<file path="src/rtl/lbs_pkg.sv">
`default_nettype none

package lbs_pkg;

    localparam int NUM_BUTTONS = 12;
    localparam int BTN_W      = NUM_BUTTONS;
    localparam int IDX_W      = 4;
    localparam int KIND_W     = 3;
    localparam int TICK_W     = 16;
    localparam int CFG_ADDR_W = 3;
    localparam int CFG_DATA_W = 16;

    localparam logic [KIND_W-1:0] KIND_NORMAL  = 3'd0;
    localparam logic [KIND_W-1:0] KIND_SPECIAL = 3'd1;
    localparam logic [KIND_W-1:0] KIND_SYSRQ   = 3'd2;
    localparam logic [KIND_W-1:0] KIND_POWER   = 3'd3;
    localparam logic [KIND_W-1:0] KIND_REBOOT  = 3'd4;

    localparam logic [CFG_ADDR_W-1:0] REG_ACTIVE_LOW   = 3'd0;
    localparam logic [CFG_ADDR_W-1:0] REG_NORMAL_MASK  = 3'd1;
    localparam logic [CFG_ADDR_W-1:0] REG_SPECIAL_MASK = 3'd2;
    localparam logic [CFG_ADDR_W-1:0] REG_SYSRQ_MASK   = 3'd3;
    localparam logic [CFG_ADDR_W-1:0] REG_COMBO_IDX    = 3'd4;
    localparam logic [CFG_ADDR_W-1:0] REG_COMBO_EN     = 3'd5;
    localparam logic [CFG_ADDR_W-1:0] REG_POWER_TICKS  = 3'd6;
    localparam logic [CFG_ADDR_W-1:0] REG_REBOOT_TICKS = 3'd7;

    localparam logic [BTN_W-1:0]  RST_ACTIVE_LOW   = 12'd4095;
    localparam logic [BTN_W-1:0]  RST_NORMAL_MASK  = 12'd4095;
    localparam logic [BTN_W-1:0]  RST_SPECIAL_MASK = 12'd2319;
    localparam logic [BTN_W-1:0]  RST_SYSRQ_MASK   = 12'd2063;
    localparam logic [IDX_W-1:0]  RST_COMBO_IDX    = 4'd10;
    localparam logic              RST_COMBO_EN     = 1'b1;
    localparam logic [TICK_W-1:0] RST_POWER_TICKS  = 16'd100;
    localparam logic [TICK_W-1:0] RST_REBOOT_TICKS = 16'd250;

    typedef struct packed {
        logic [BTN_W-1:0]  active_low_mask;
        logic [BTN_W-1:0]  normal_code_mask;
        logic [BTN_W-1:0]  special_code_mask;
        logic [BTN_W-1:0]  sysrq_code_mask;
        logic [IDX_W-1:0]  combo_idx;
        logic              combo_en;
        logic [TICK_W-1:0] power_ticks;
        logic [TICK_W-1:0] reboot_ticks;
    } t_cfg;

    // One tick's work, handed from the layer logic to the serializer.
    typedef struct packed {
        logic [BTN_W-1:0]  sel;
        logic [BTN_W-1:0]  lvl;
        logic [KIND_W-1:0] key_kind;
        logic              cnt_pend;
        logic [KIND_W-1:0] cnt_kind;
    } t_job;

endpackage

`default_nettype wire

</file>
<file path="src/rtl/lbs_in_if.sv">
`default_nettype none

interface lbs_in_if;
    logic                     valid;
    logic                     ready;
    logic [lbs_pkg::BTN_W-1:0] buttons_raw;
    logic                     slider_held;

    modport source (output valid, output buttons_raw, output slider_held, input ready);
    modport sink   (input valid, input buttons_raw, input slider_held, output ready);
endinterface

`default_nettype wire

</file>
<file path="src/rtl/lbs_out_if.sv">
`default_nettype none

interface lbs_out_if;
    logic                      valid;
    logic                      ready;
    logic [lbs_pkg::KIND_W-1:0] event_kind;
    logic [lbs_pkg::IDX_W-1:0]  button_index;
    logic                      pressed;
    logic                      last;

    modport source (output valid, output event_kind, output button_index, output pressed,
                    output last, input ready);
    modport sink   (input valid, input event_kind, input button_index, input pressed,
                    input last, output ready);
endinterface

`default_nettype wire

</file>
<file path="src/rtl/layered_button_scanner_long_press_unit.sv">
// Layered button scanner with power-slider long press.
// i_btn: one beat per scan tick, raw button levels plus slider level.
// o_evt: zero to thirteen event beats per tick (key events lowest button
//   first, then at most one power click or reboot); last marks the final
//   beat of a tick. A tick with no events produces no beat.
// Config: i_cfg_we/i_cfg_idx/i_cfg_data write one register per cycle;
//   write only while no tick is in flight.
// A tick is taken, then the serializer shifts through the selected button
//   mask one button per cycle while o_evt is not stalled, stops once no set
//   bit is left and closes with a step that carries the hold-counter event
//   if any.
// i_btn.ready is high whenever the serializer is idle, even while the
//   final event of the previous tick still sits in the output register.
// A stalled o_evt freezes the serializer; no beat is dropped.
// Reset (synchronous, active low) loads the register defaults, clears all
//   layer state and the hold counter, and empties the output register.
`default_nettype none

module layered_button_scanner_long_press_unit #(
    parameter int COUNT_BITS  = 16
) (
    input  wire logic                           i_clk,
    input  wire logic                           i_rst_n,
    input  wire logic                           i_cfg_we,
    input  wire logic [lbs_pkg::CFG_ADDR_W-1:0] i_cfg_idx,
    input  wire logic [lbs_pkg::CFG_DATA_W-1:0] i_cfg_data,
    lbs_in_if.sink                              i_btn,
    lbs_out_if.source                           o_evt
);

    lbs_pkg::t_cfg cfg;
    lbs_pkg::t_job job;
    logic          busy;
    logic          load;

    assign i_btn.ready = !busy;
    assign load        = i_btn.valid && !busy;

    lbs_cfg_regs u_cfg (
        .i_clk      (i_clk),
        .i_rst_n    (i_rst_n),
        .i_cfg_we   (i_cfg_we),
        .i_cfg_idx  (i_cfg_idx),
        .i_cfg_data (i_cfg_data),
        .o_cfg      (cfg)
    );

    lbs_layer #(
        .COUNT_BITS  (COUNT_BITS)
    ) u_layer (
        .i_clk    (i_clk),
        .i_rst_n  (i_rst_n),
        .i_cfg    (cfg),
        .i_load   (load),
        .i_raw    (i_btn.buttons_raw),
        .i_slider (i_btn.slider_held),
        .o_job    (job)
    );

    lbs_ser u_ser (
        .i_clk       (i_clk),
        .i_rst_n     (i_rst_n),
        .i_load      (load),
        .i_job       (job),
        .i_out_ready (o_evt.ready),
        .o_busy      (busy),
        .o_valid     (o_evt.valid),
        .o_kind      (o_evt.event_kind),
        .o_idx       (o_evt.button_index),
        .o_pressed   (o_evt.pressed),
        .o_last      (o_evt.last)
    );

endmodule

`default_nettype wire

</file>
<file path="src/rtl/lbs_cfg_regs.sv">
`default_nettype none

module lbs_cfg_regs (
    input  wire logic                             i_clk,
    input  wire logic                             i_rst_n,
    input  wire logic                             i_cfg_we,
    input  wire logic [lbs_pkg::CFG_ADDR_W-1:0]   i_cfg_idx,
    input  wire logic [lbs_pkg::CFG_DATA_W-1:0]   i_cfg_data,
    output lbs_pkg::t_cfg                         o_cfg
);

    lbs_pkg::t_cfg r_cfg;
    lbs_pkg::t_cfg n_cfg;

    always_comb begin
        n_cfg = r_cfg;
        if (i_cfg_we) begin
            unique case (i_cfg_idx)
                lbs_pkg::REG_ACTIVE_LOW:
                    n_cfg.active_low_mask = i_cfg_data[lbs_pkg::BTN_W-1:0];
                lbs_pkg::REG_NORMAL_MASK:
                    n_cfg.normal_code_mask = i_cfg_data[lbs_pkg::BTN_W-1:0];
                lbs_pkg::REG_SPECIAL_MASK:
                    n_cfg.special_code_mask = i_cfg_data[lbs_pkg::BTN_W-1:0];
                lbs_pkg::REG_SYSRQ_MASK:
                    n_cfg.sysrq_code_mask = i_cfg_data[lbs_pkg::BTN_W-1:0];
                lbs_pkg::REG_COMBO_IDX:
                    n_cfg.combo_idx = i_cfg_data[lbs_pkg::IDX_W-1:0];
                lbs_pkg::REG_COMBO_EN:
                    n_cfg.combo_en = i_cfg_data[0];
                lbs_pkg::REG_POWER_TICKS:
                    n_cfg.power_ticks = i_cfg_data[lbs_pkg::TICK_W-1:0];
                lbs_pkg::REG_REBOOT_TICKS:
                    n_cfg.reboot_ticks = i_cfg_data[lbs_pkg::TICK_W-1:0];
                default: begin
                end
            endcase
        end
    end

    always_ff @(posedge i_clk) begin
        if (!i_rst_n) begin
            r_cfg.active_low_mask   <= lbs_pkg::RST_ACTIVE_LOW;
            r_cfg.normal_code_mask  <= lbs_pkg::RST_NORMAL_MASK;
            r_cfg.special_code_mask <= lbs_pkg::RST_SPECIAL_MASK;
            r_cfg.sysrq_code_mask   <= lbs_pkg::RST_SYSRQ_MASK;
            r_cfg.combo_idx         <= lbs_pkg::RST_COMBO_IDX;
            r_cfg.combo_en          <= lbs_pkg::RST_COMBO_EN;
            r_cfg.power_ticks       <= lbs_pkg::RST_POWER_TICKS;
            r_cfg.reboot_ticks      <= lbs_pkg::RST_REBOOT_TICKS;
        end else begin
            r_cfg <= n_cfg;
        end
    end

    assign o_cfg = r_cfg;

endmodule

`default_nettype wire

</file>
<file path="src/rtl/lbs_layer.sv">
`default_nettype none

module lbs_layer #(
    parameter int COUNT_BITS  = 16
) (
    input  wire logic                        i_clk,
    input  wire logic                        i_rst_n,
    input  wire lbs_pkg::t_cfg               i_cfg,
    input  wire logic                        i_load,
    input  wire logic [lbs_pkg::BTN_W-1:0]   i_raw,
    input  wire logic                        i_slider,
    output lbs_pkg::t_job                    o_job
);

    localparam int NB_EFF = (lbs_pkg::NUM_BUTTONS < lbs_pkg::BTN_W) ?
                            lbs_pkg::NUM_BUTTONS : lbs_pkg::BTN_W;
    localparam logic [lbs_pkg::BTN_W-1:0] BTN_MASK =
        lbs_pkg::BTN_W'((64'd1 << NB_EFF) - 64'd1);
    localparam logic [lbs_pkg::IDX_W-1:0] NB_IDX = lbs_pkg::IDX_W'(NB_EFF);
    localparam int CMP_W = (COUNT_BITS > lbs_pkg::TICK_W) ? COUNT_BITS : lbs_pkg::TICK_W;

    logic [lbs_pkg::BTN_W-1:0] r_normal, n_normal;
    logic [lbs_pkg::BTN_W-1:0] r_special, n_special;
    logic [lbs_pkg::BTN_W-1:0] r_sysrq, n_sysrq;
    logic                      r_slider, n_slider;
    logic [COUNT_BITS-1:0]     r_hold, n_hold;

    logic [lbs_pkg::BTN_W-1:0] s;
    logic                      combo;
    logic                      hit_power;
    logic                      hit_reboot;

    assign s     = (i_raw ^ i_cfg.active_low_mask) & BTN_MASK;
    assign combo = i_cfg.combo_en && (i_cfg.combo_idx < NB_IDX) && s[i_cfg.combo_idx];
    assign hit_power  = CMP_W'(r_hold) == CMP_W'(i_cfg.power_ticks);
    assign hit_reboot = CMP_W'(r_hold) == CMP_W'(i_cfg.reboot_ticks);

    always_comb begin
        n_normal  = r_normal;
        n_special = r_special;
        n_sysrq   = r_sysrq;
        n_slider  = r_slider;
        n_hold    = r_hold;
        o_job.sel      = '0;
        o_job.lvl      = s;
        o_job.key_kind = lbs_pkg::KIND_NORMAL;
        o_job.cnt_pend = 1'b0;
        o_job.cnt_kind = lbs_pkg::KIND_POWER;
        if (!i_slider) begin
            o_job.sel = (s ^ r_normal) & i_cfg.normal_code_mask;
            n_hold    = '0;
            n_normal  = s;
            n_slider  = 1'b0;
        end else if (combo) begin
            o_job.sel      = (s ^ r_sysrq) & s & i_cfg.sysrq_code_mask;
            o_job.key_kind = lbs_pkg::KIND_SYSRQ;
            n_hold         = '0;
            n_sysrq        = s;
        end else begin
            o_job.sel      = (s ^ r_special) & i_cfg.special_code_mask;
            o_job.key_kind = lbs_pkg::KIND_SPECIAL;
            if (!r_slider) begin
                n_hold = COUNT_BITS'(1);
            end else if ((|r_hold) && !(&r_hold)) begin
                o_job.cnt_pend = hit_power | hit_reboot;
                o_job.cnt_kind = hit_reboot ? lbs_pkg::KIND_REBOOT : lbs_pkg::KIND_POWER;
                n_hold         = r_hold + COUNT_BITS'(1);
            end
            if (|s) begin
                n_hold = '0;
            end
            n_special = s;
            n_slider  = 1'b1;
        end
    end

    always_ff @(posedge i_clk) begin
        if (!i_rst_n) begin
            r_normal  <= '0;
            r_special <= '0;
            r_sysrq   <= '0;
            r_slider  <= 1'b0;
            r_hold    <= '0;
        end else if (i_load) begin
            r_normal  <= n_normal;
            r_special <= n_special;
            r_sysrq   <= n_sysrq;
            r_slider  <= n_slider;
            r_hold    <= n_hold;
        end
    end

endmodule

`default_nettype wire

</file>
<file path="src/rtl/lbs_ser.sv">
`default_nettype none

module lbs_ser (
    input  wire logic                         i_clk,
    input  wire logic                         i_rst_n,
    input  wire logic                         i_load,
    input  wire lbs_pkg::t_job                i_job,
    input  wire logic                         i_out_ready,
    output logic                              o_busy,
    output logic                              o_valid,
    output logic [lbs_pkg::KIND_W-1:0]        o_kind,
    output logic [lbs_pkg::IDX_W-1:0]         o_idx,
    output logic                              o_pressed,
    output logic                              o_last
);

    logic [lbs_pkg::BTN_W-1:0]  r_sel, n_sel;
    logic [lbs_pkg::BTN_W-1:0]  r_lvl, n_lvl;
    logic [lbs_pkg::IDX_W-1:0]  r_idx, n_idx;
    logic [lbs_pkg::KIND_W-1:0] r_kind, n_kind;
    logic                       r_cnt_pend, n_cnt_pend;
    logic [lbs_pkg::KIND_W-1:0] r_cnt_kind, n_cnt_kind;
    logic                       r_busy, n_busy;
    logic                       r_ovalid, n_ovalid;
    logic [lbs_pkg::KIND_W-1:0] r_okind, n_okind;
    logic [lbs_pkg::IDX_W-1:0]  r_oidx, n_oidx;
    logic                       r_opressed, n_opressed;
    logic                       r_olast, n_olast;
    logic                       adv;

    assign adv = !r_ovalid || i_out_ready;

    always_comb begin
        n_sel      = r_sel;
        n_lvl      = r_lvl;
        n_idx      = r_idx;
        n_kind     = r_kind;
        n_cnt_pend = r_cnt_pend;
        n_cnt_kind = r_cnt_kind;
        n_busy     = r_busy;
        n_ovalid   = r_ovalid && !i_out_ready;
        n_okind    = r_okind;
        n_oidx     = r_oidx;
        n_opressed = r_opressed;
        n_olast    = r_olast;
        if (i_load) begin
            n_sel      = i_job.sel;
            n_lvl      = i_job.lvl;
            n_idx      = '0;
            n_kind     = i_job.key_kind;
            n_cnt_pend = i_job.cnt_pend;
            n_cnt_kind = i_job.cnt_kind;
            n_busy     = 1'b1;
        end else if (r_busy && adv) begin
            if (|r_sel) begin
                // one button per cycle while the output is not stalled, lowest first
                if (r_sel[0]) begin
                    n_ovalid   = 1'b1;
                    n_okind    = r_kind;
                    n_oidx     = r_idx;
                    n_opressed = r_lvl[0];
                    n_olast    = !(|r_sel[lbs_pkg::BTN_W-1:1]) && !r_cnt_pend;
                end
                n_sel = r_sel >> 1;
                n_lvl = r_lvl >> 1;
                n_idx = r_idx + lbs_pkg::IDX_W'(1);
            end else begin
                if (r_cnt_pend) begin
                    n_ovalid   = 1'b1;
                    n_okind    = r_cnt_kind;
                    n_oidx     = '0;
                    n_opressed = 1'b1;
                    n_olast    = 1'b1;
                end
                n_cnt_pend = 1'b0;
                n_busy     = 1'b0;
            end
        end
    end

    always_ff @(posedge i_clk) begin
        if (!i_rst_n) begin
            r_busy     <= 1'b0;
            r_ovalid   <= 1'b0;
            r_cnt_pend <= 1'b0;
        end else begin
            r_busy     <= n_busy;
            r_ovalid   <= n_ovalid;
            r_cnt_pend <= n_cnt_pend;
        end
    end

    always_ff @(posedge i_clk) begin
        r_sel      <= n_sel;
        r_lvl      <= n_lvl;
        r_idx      <= n_idx;
        r_kind     <= n_kind;
        r_cnt_kind <= n_cnt_kind;
        r_okind    <= n_okind;
        r_oidx     <= n_oidx;
        r_opressed <= n_opressed;
        r_olast    <= n_olast;
    end

    assign o_busy    = r_busy;
    assign o_valid   = r_ovalid;
    assign o_kind    = r_okind;
    assign o_idx     = r_oidx;
    assign o_pressed = r_opressed;
    assign o_last    = r_olast;

endmodule

`default_nettype wire

</file>
<file path="src/flat_wrapper.sv">
// flat-port wrapper written by rule: the top's interface ports become plain ports
module layered_button_scanner_long_press_unit_flat 
#(
    parameter int COUNT_BITS  = 16
)
  (i_clk, i_rst_n, i_cfg_we, i_cfg_idx, i_cfg_data, i_btn_valid, i_btn_buttons_raw, i_btn_slider_held, i_btn_ready, o_evt_valid, o_evt_event_kind, o_evt_button_index, o_evt_pressed, o_evt_last, o_evt_ready);
  lbs_in_if i_btn_i ();
  lbs_out_if o_evt_i ();
  input  wire logic i_clk;
  input  wire logic i_rst_n;
  input  wire logic i_cfg_we;
  input  wire logic [lbs_pkg::CFG_ADDR_W-1:0] i_cfg_idx;
  input  wire logic [lbs_pkg::CFG_DATA_W-1:0] i_cfg_data;
  input wire logic [$bits(i_btn_i.valid)-1:0] i_btn_valid;
  input wire logic [$bits(i_btn_i.buttons_raw)-1:0] i_btn_buttons_raw;
  input wire logic [$bits(i_btn_i.slider_held)-1:0] i_btn_slider_held;
  output wire logic [$bits(i_btn_i.ready)-1:0] i_btn_ready;
  output wire logic [$bits(o_evt_i.valid)-1:0] o_evt_valid;
  output wire logic [$bits(o_evt_i.event_kind)-1:0] o_evt_event_kind;
  output wire logic [$bits(o_evt_i.button_index)-1:0] o_evt_button_index;
  output wire logic [$bits(o_evt_i.pressed)-1:0] o_evt_pressed;
  output wire logic [$bits(o_evt_i.last)-1:0] o_evt_last;
  input wire logic [$bits(o_evt_i.ready)-1:0] o_evt_ready;
  assign i_btn_i.valid = i_btn_valid;
  assign i_btn_i.buttons_raw = i_btn_buttons_raw;
  assign i_btn_i.slider_held = i_btn_slider_held;
  assign i_btn_ready = i_btn_i.ready;
  assign o_evt_valid = o_evt_i.valid;
  assign o_evt_event_kind = o_evt_i.event_kind;
  assign o_evt_button_index = o_evt_i.button_index;
  assign o_evt_pressed = o_evt_i.pressed;
  assign o_evt_last = o_evt_i.last;
  assign o_evt_i.ready = o_evt_ready;
  layered_button_scanner_long_press_unit #(.COUNT_BITS(COUNT_BITS)) u_core (.i_clk(i_clk), .i_rst_n(i_rst_n), .i_cfg_we(i_cfg_we), .i_cfg_idx(i_cfg_idx), .i_cfg_data(i_cfg_data), .i_btn(i_btn_i), .o_evt(o_evt_i));
endmodule
</file>
<file path="config.mk">
export PLATFORM = sky130hd
export DESIGN_NAME = layered_button_scanner_long_press_unit_flat
export DESIGN_NICKNAME = d
export VERILOG_FILES = /design/src/rtl/lbs_pkg.sv /design/src/rtl/lbs_in_if.sv /design/src/rtl/lbs_out_if.sv /design/src/rtl/layered_button_scanner_long_press_unit.sv /design/src/rtl/lbs_cfg_regs.sv /design/src/rtl/lbs_layer.sv /design/src/rtl/lbs_ser.sv /design/src/flat_wrapper.sv
export SDC_FILE = /design/constraint.sdc
export NUM_CORES = 1
export LEC_CHECK = 0
export BUFFER_PORTS_ARGS = -buffer_cell sky130_fd_sc_hd__buf_2
export CORE_MARGIN = 10
export CORE_UTILIZATION = 50
export DETAILED_ROUTE_END_ITERATION = 8
export HOLD_SLACK_MARGIN = 0.08
export PLACE_DENSITY = 0.75
export REMOVE_ABC_BUFFERS = 1
export SLEW_MARGIN = 20
export SYNTH_ARGS = -nofsm -noshare
export SYNTH_HDL_FRONTEND = slang
export SYNTH_SLANG_ARGS = --single-unit
</file>
<file path="constraint.sdc">
create_clock -name i_clk -period 3.9 [get_ports i_clk]
set_clock_uncertainty 0.2 [all_clocks]
set_input_delay 0.78 -clock i_clk [delete_from_list [all_inputs] [get_ports i_clk]]
set_output_delay 0.78 -clock i_clk [all_outputs]
set_load 0.05 [all_outputs]
</file>
==> results_tabular.tex <==
\begin{tabular}{lr}
\hline
Metric & Value \\
\hline
\multicolumn{2}{l}{\textbf{Synthesis}} \\
Cell taking the most area after synthesis & dfxtp\_1 \\
Share of cell area taken by muxes after synthesis & 4.36\% \\
Number of standard cells after synthesis & 991 \\
Adder and majority cell fraction of the synthesized area & 0.445\% \\
Most common flop cell mapped by yosys & dfxtp\_1 \\
FFs w/ async S/R, synth & 0\% \\
Fraction of the yosys area taken by sequential cells & 47.6\% \\
Top cells by area in the synthesized netlist & dfxtp\_1, edfxtp\_1, nand2\_1 \\
Post-synth top area share & 34.4\% \\
Synthesis Warnings & 0 \\
Cell variety after synth & 49 \\
Number of enable flip-flop cells after synthesis & 37 \\
Post-synthesis average cell area & 8.51 µm² \\
XOR/XNOR share of the synthesized area & 8.50\% \\
Register bit total from synthesis & 182 \\
Synthesized-area fraction occupied by and/or/nand/nor cells & 27.1\% \\
Post-synth design cell area & 8440 µm² \\
Dominant combinational cell family by area after synthesis & simple AND/OR/NAND/NOR gates \\
Compound-gate portion of the synthesized area & 8.04\% \\
\multicolumn{2}{l}{\textbf{Clock network}} \\
Maximum buffer depth of the clock tree & 2 \\
Buffer type at the clock tree root & clkbuf\_16 \\
Post-CTS setup-driven buffer insertion count & 0 \\
Post-CTS clock slew at the launch and capture registers of the worst setup and hold paths & 60 ps \\
Clock latency of the later-clocked register in the worst-skew pair & 440 ps \\
Post-CTS Hold Fix Bufs & 0 \\
Number of buffers inserted during clock tree synthesis & 17 \\
CTS tree & built \\
Number of clock sinks & 182 \\
Post-cts gate resize count & 0 \\
Maximum level of the CTS H-tree & 4 \\
\multicolumn{2}{l}{\textbf{Final layout}} \\
Number of antenna diodes & 0 \\
Filler cell count in the final layout & 1501 \\
Combined area of the multi-input logic cells & 4090 µm² \\
Total area of sequential cells & 4010 µm² \\
Final net count & 1056 \\
Fraction of final layout cells with drive strength greater than 1 & 11.9\% \\
Signed area change from the synthesized netlist to the final layout & 11.6\% \\
\multicolumn{2}{l}{\textbf{Route}} \\
Average detailed-routed wire length per instance & 18.2 µm \\
DR pass1 iterations & 5 \\
Total vias in the final route & 7099 \\
DRC Markers & 0 \\
Total wire length after detailed routing & 22700 µm \\
Vias per std cell & 5.68 \\
Number of nets with antenna violations after routing & 0 \\
Initial DRC Count & 766 \\
\multicolumn{2}{l}{\textbf{Die}} \\
Vertical die dimension & 150 µm \\
Die W & 150 µm \\
Core region area & 16600 µm² \\
Overall die area & 22500 µm² \\
Site Rows & 47 \\
Effective utilization at floorplan & 50.9\% \\
Boundary Pins & 48 \\
\multicolumn{2}{l}{\textbf{STA}} \\
Setup repair after global routing missed its margin & no \\
Total negative setup slack & 0 ps \\
Final hold vios & 0 \\
Total setup violations reported at the end of the flow & 0 \\
Timing-limited maximum frequency & 353 MHz \\
Post-route clock period utilization & 72.6\% \\
Hold slack final & 260 ps \\
Slew Viols, Final & 0 \\
Final min period & 2830 ps \\
Slew at the pin closest to its max-slew limit & 877 ps \\
Normalized max-slew margin & 41.1\% \\
\multicolumn{2}{l}{\textbf{Worst setup path}} \\
Reg2Reg Setup Slack & 1130 ps \\
Startpoint of the worst-slack reg-to-reg timing path & u\_core.u\_cfg.o\_cfg[74] \\
Req. time, crit path & 4060 ps \\
Endpoint of the worst register-to-register path & u\_core.u\_layer.r\_sysrq[2] \\
Maximum net fanout on the critical path & 17 \\
Worst reg-to-reg path cell count & 8 \\
Setup crit start kind & input port \\
Startpoint-to-endpoint class of the critical path & input port to flop \\
Crit path capture type & flop \\
WP data arrival & 2990 ps \\
\multicolumn{2}{l}{\textbf{Global route}} \\
Global-route wire length before repair & 36600 µm \\
Vias in the first global route & 6791 \\
Overflow left after global routing & 0 \\
Total GRT Usage & 20.6\% \\
Largest net degree at the start of global routing & 64 \\
Number of antenna violations at the first check in global routing & 0 \\
\multicolumn{2}{l}{\textbf{Worst hold path}} \\
Min-Delay Endpoint & u\_core.u\_cfg.o\_cfg[43] \\
Source of the worst hold timing path & u\_core.u\_cfg.o\_cfg[43] \\
Path category of the worst min-delay check & flop to flop \\
Min-Delay Path Depth & 2 \\
\multicolumn{2}{l}{\textbf{Run status}} \\
Status & finished, final reports clean \\
\multicolumn{2}{l}{\textbf{Flow run}} \\
Max Cap Viol & 0 \\
\multicolumn{2}{l}{\textbf{Placed design}} \\
Routability congestion estimate from global placement & 0.882 \\
Half-perimeter wire length after detailed placement & 15300 µm \\
Port-buffer cells & 47 \\
\multicolumn{2}{l}{\textbf{Power}} \\
Largest voltage drop on the vdd net & 0.310 mV \\
Leak pwr & 0.00373 µW \\
Pwr Density & 440 nW/µm² \\
\hline
\end{tabular}
routing by layer:
metal | share of wire (%) | vias up | track usage, %
li1 | - | 3430 | -
met1 | 43 | 3318 | 27.8
met2 | 46 | 308 | 32.0
met3 | 8.4 | 43 | 3.89
met4 | 2.7 | 0 | 7.82
met5 | 0 | - | 0
worst max-delay path: stages:
cell and delay, ps:
buf_2 110, xor2_2 400, mux4_2 330, nor3_1 50
a211oi_2 240, buf_4 260, and3_1 300, buf_4 280
mux2i_1 230
layout make-up:
class | count | area share [%]
Multi-Input combinational cell | 729 | 43.5
Sequential cell | 182 | 42.6
Clock buffer | 25 | 5.17
Timing Repair Buffer | 74 | 4.79
Tap cell | 220 | 2.92
Inverter | 12 | 0.505
Clock inverter | 7 | 0.479
synth_stat cells, types with 2 or more instances:
library cell	count
nand2_1	265
dfxtp_1	145
nand3_1	69
nor2_1	55
xor2_1	54
clkbuf_1	52
a21oi_1	47
edfxtp_1	37
a31oi_1	34
mux2i_1	30
nor3_1	27
nor4_1	17
nand4_1	13
nand4b_1	13
xnor2_1	13
o21ai_0	12
inv_1	11
nor2b_1	10
or3_1	10
buf_2	8
xor2_2	8
and3_1	7
a211oi_1	5
buf_4	5
nand2b_1	5
and2_1	4
ha_1	3
o21a_1	3
and4b_1	2
buf_1	2
mux2_2	2
mux4_2	2
nor4b_1	2
o211ai_1	2
o221a_2	2
or2_2	2
report_power, final:
| group | leakage, µW | internal, µW | switching [µW] |
|---|---|---|---|
| Combinational | 0.00194 | 163 | 308 |
| Clock | 0.000253 | 869 | 716 |
| Sequential | 0.00154 | 2030 | 57.1 |
| Total | 0.00373 | 3060 | 1080 |
state kept, by name, indices dropped and copies added, names as in the netlist:
signal	cells
u_core.u_layer.r_slider	1
u_core.u_layer.r_special	12
u_core.u_layer.r_normal	12
u_core.u_ser.r_idx	4
u_core.u_ser.r_kind	2
u_core.u_ser.o_valid	1
u_core.u_ser.o_pressed	1
u_core.u_ser.o_busy	1
u_core.u_ser.o_idx	4
u_core.u_layer.r_sysrq	12
u_core.u_ser.o_last	1
u_core.u_ser.r_cnt_kind	2
u_core.u_ser.r_sel	12
u_core.u_layer.r_hold	16
u_core.u_ser.r_lvl	12
u_core.u_ser.o_kind	3
u_core.u_ser.r_cnt_pend	1
u_core.u_cfg.o_cfg	85
placed cells by master, fill, tap and decap left out, types with 4 or more instances in the layout:
cell	Yosys	final
xor2_2	8	8
nand2_1	265	265
a21oi_1	47	47
nor2_1	55	55
nand3_1	69	69
and3_1	7	7
inv_1	11	11
nor2b_1	10	10
clkbuf_16	0	18
edfxtp_1	37	37
or3_1	10	10
mux2i_1	30	30
a211oi_1	5	5
o21ai_0	12	11
nand4_1	13	13
nor4_1	17	17
and2_1	4	4
dfxtp_1	145	145
xnor2_1	13	13
nor3_1	27	27
clkbuf_1	52	6
a31oi_1	34	34
xor2_1	54	54
buf_2	8	47
nand2b_1	5	4
nand4b_1	13	13
buf_4	5	26
worst max-delay path by stage:
stage	end	from	slack (ps)
2_1_floorplan	u_core.u_ser.r_lvl[0]	i_btn_valid	300
3_3_place_gp	u_core.u_layer.r_sysrq[4]	i_btn_buttons_raw[1]	770
3_5_place_dp	u_core.u_layer.r_sysrq[2]	i_btn_buttons_raw[1]	670
4_1_cts	u_core.u_layer.r_sysrq[2]	i_btn_buttons_raw[1]	1110
5_1_grt	u_core.u_layer.r_sysrq[0]	i_btn_buttons_raw[1]	960
6_report	u_core.u_layer.r_sysrq[2]	i_btn_buttons_raw[1]	1070
per-stage QoR:
step	total power (µW)	utilization, %	worst slack, ps	instances	area [µm²]
global route	4280	56.8	958	1249	9410
finish	4140	56.8	1070	1249	9410
floorplan	2390	-	299	923	8150
global placement	2580	53.5	771	1217	8880
CTS	4150	56.8	1110	1249	9410
detailed placement	2590	53.5	668	1217	8880
kinds of logic (layout without fill, tap and decap cells):
| kind of cell | after synthesis | count (layout) |
|---|---|---|
| AOI/OAI and AO/OA | 113 | 113 |
| xor gates and xnor gates | 75 | 75 |
| adders and majority gates | 3 | 3 |
| buffers and inverters | 80 | 118 |
| DFF | 182 | 182 |
| muxes | 34 | 34 |
| and+or+nand+nor | 504 | 504 |
Power figures use the tool's default switching activity.
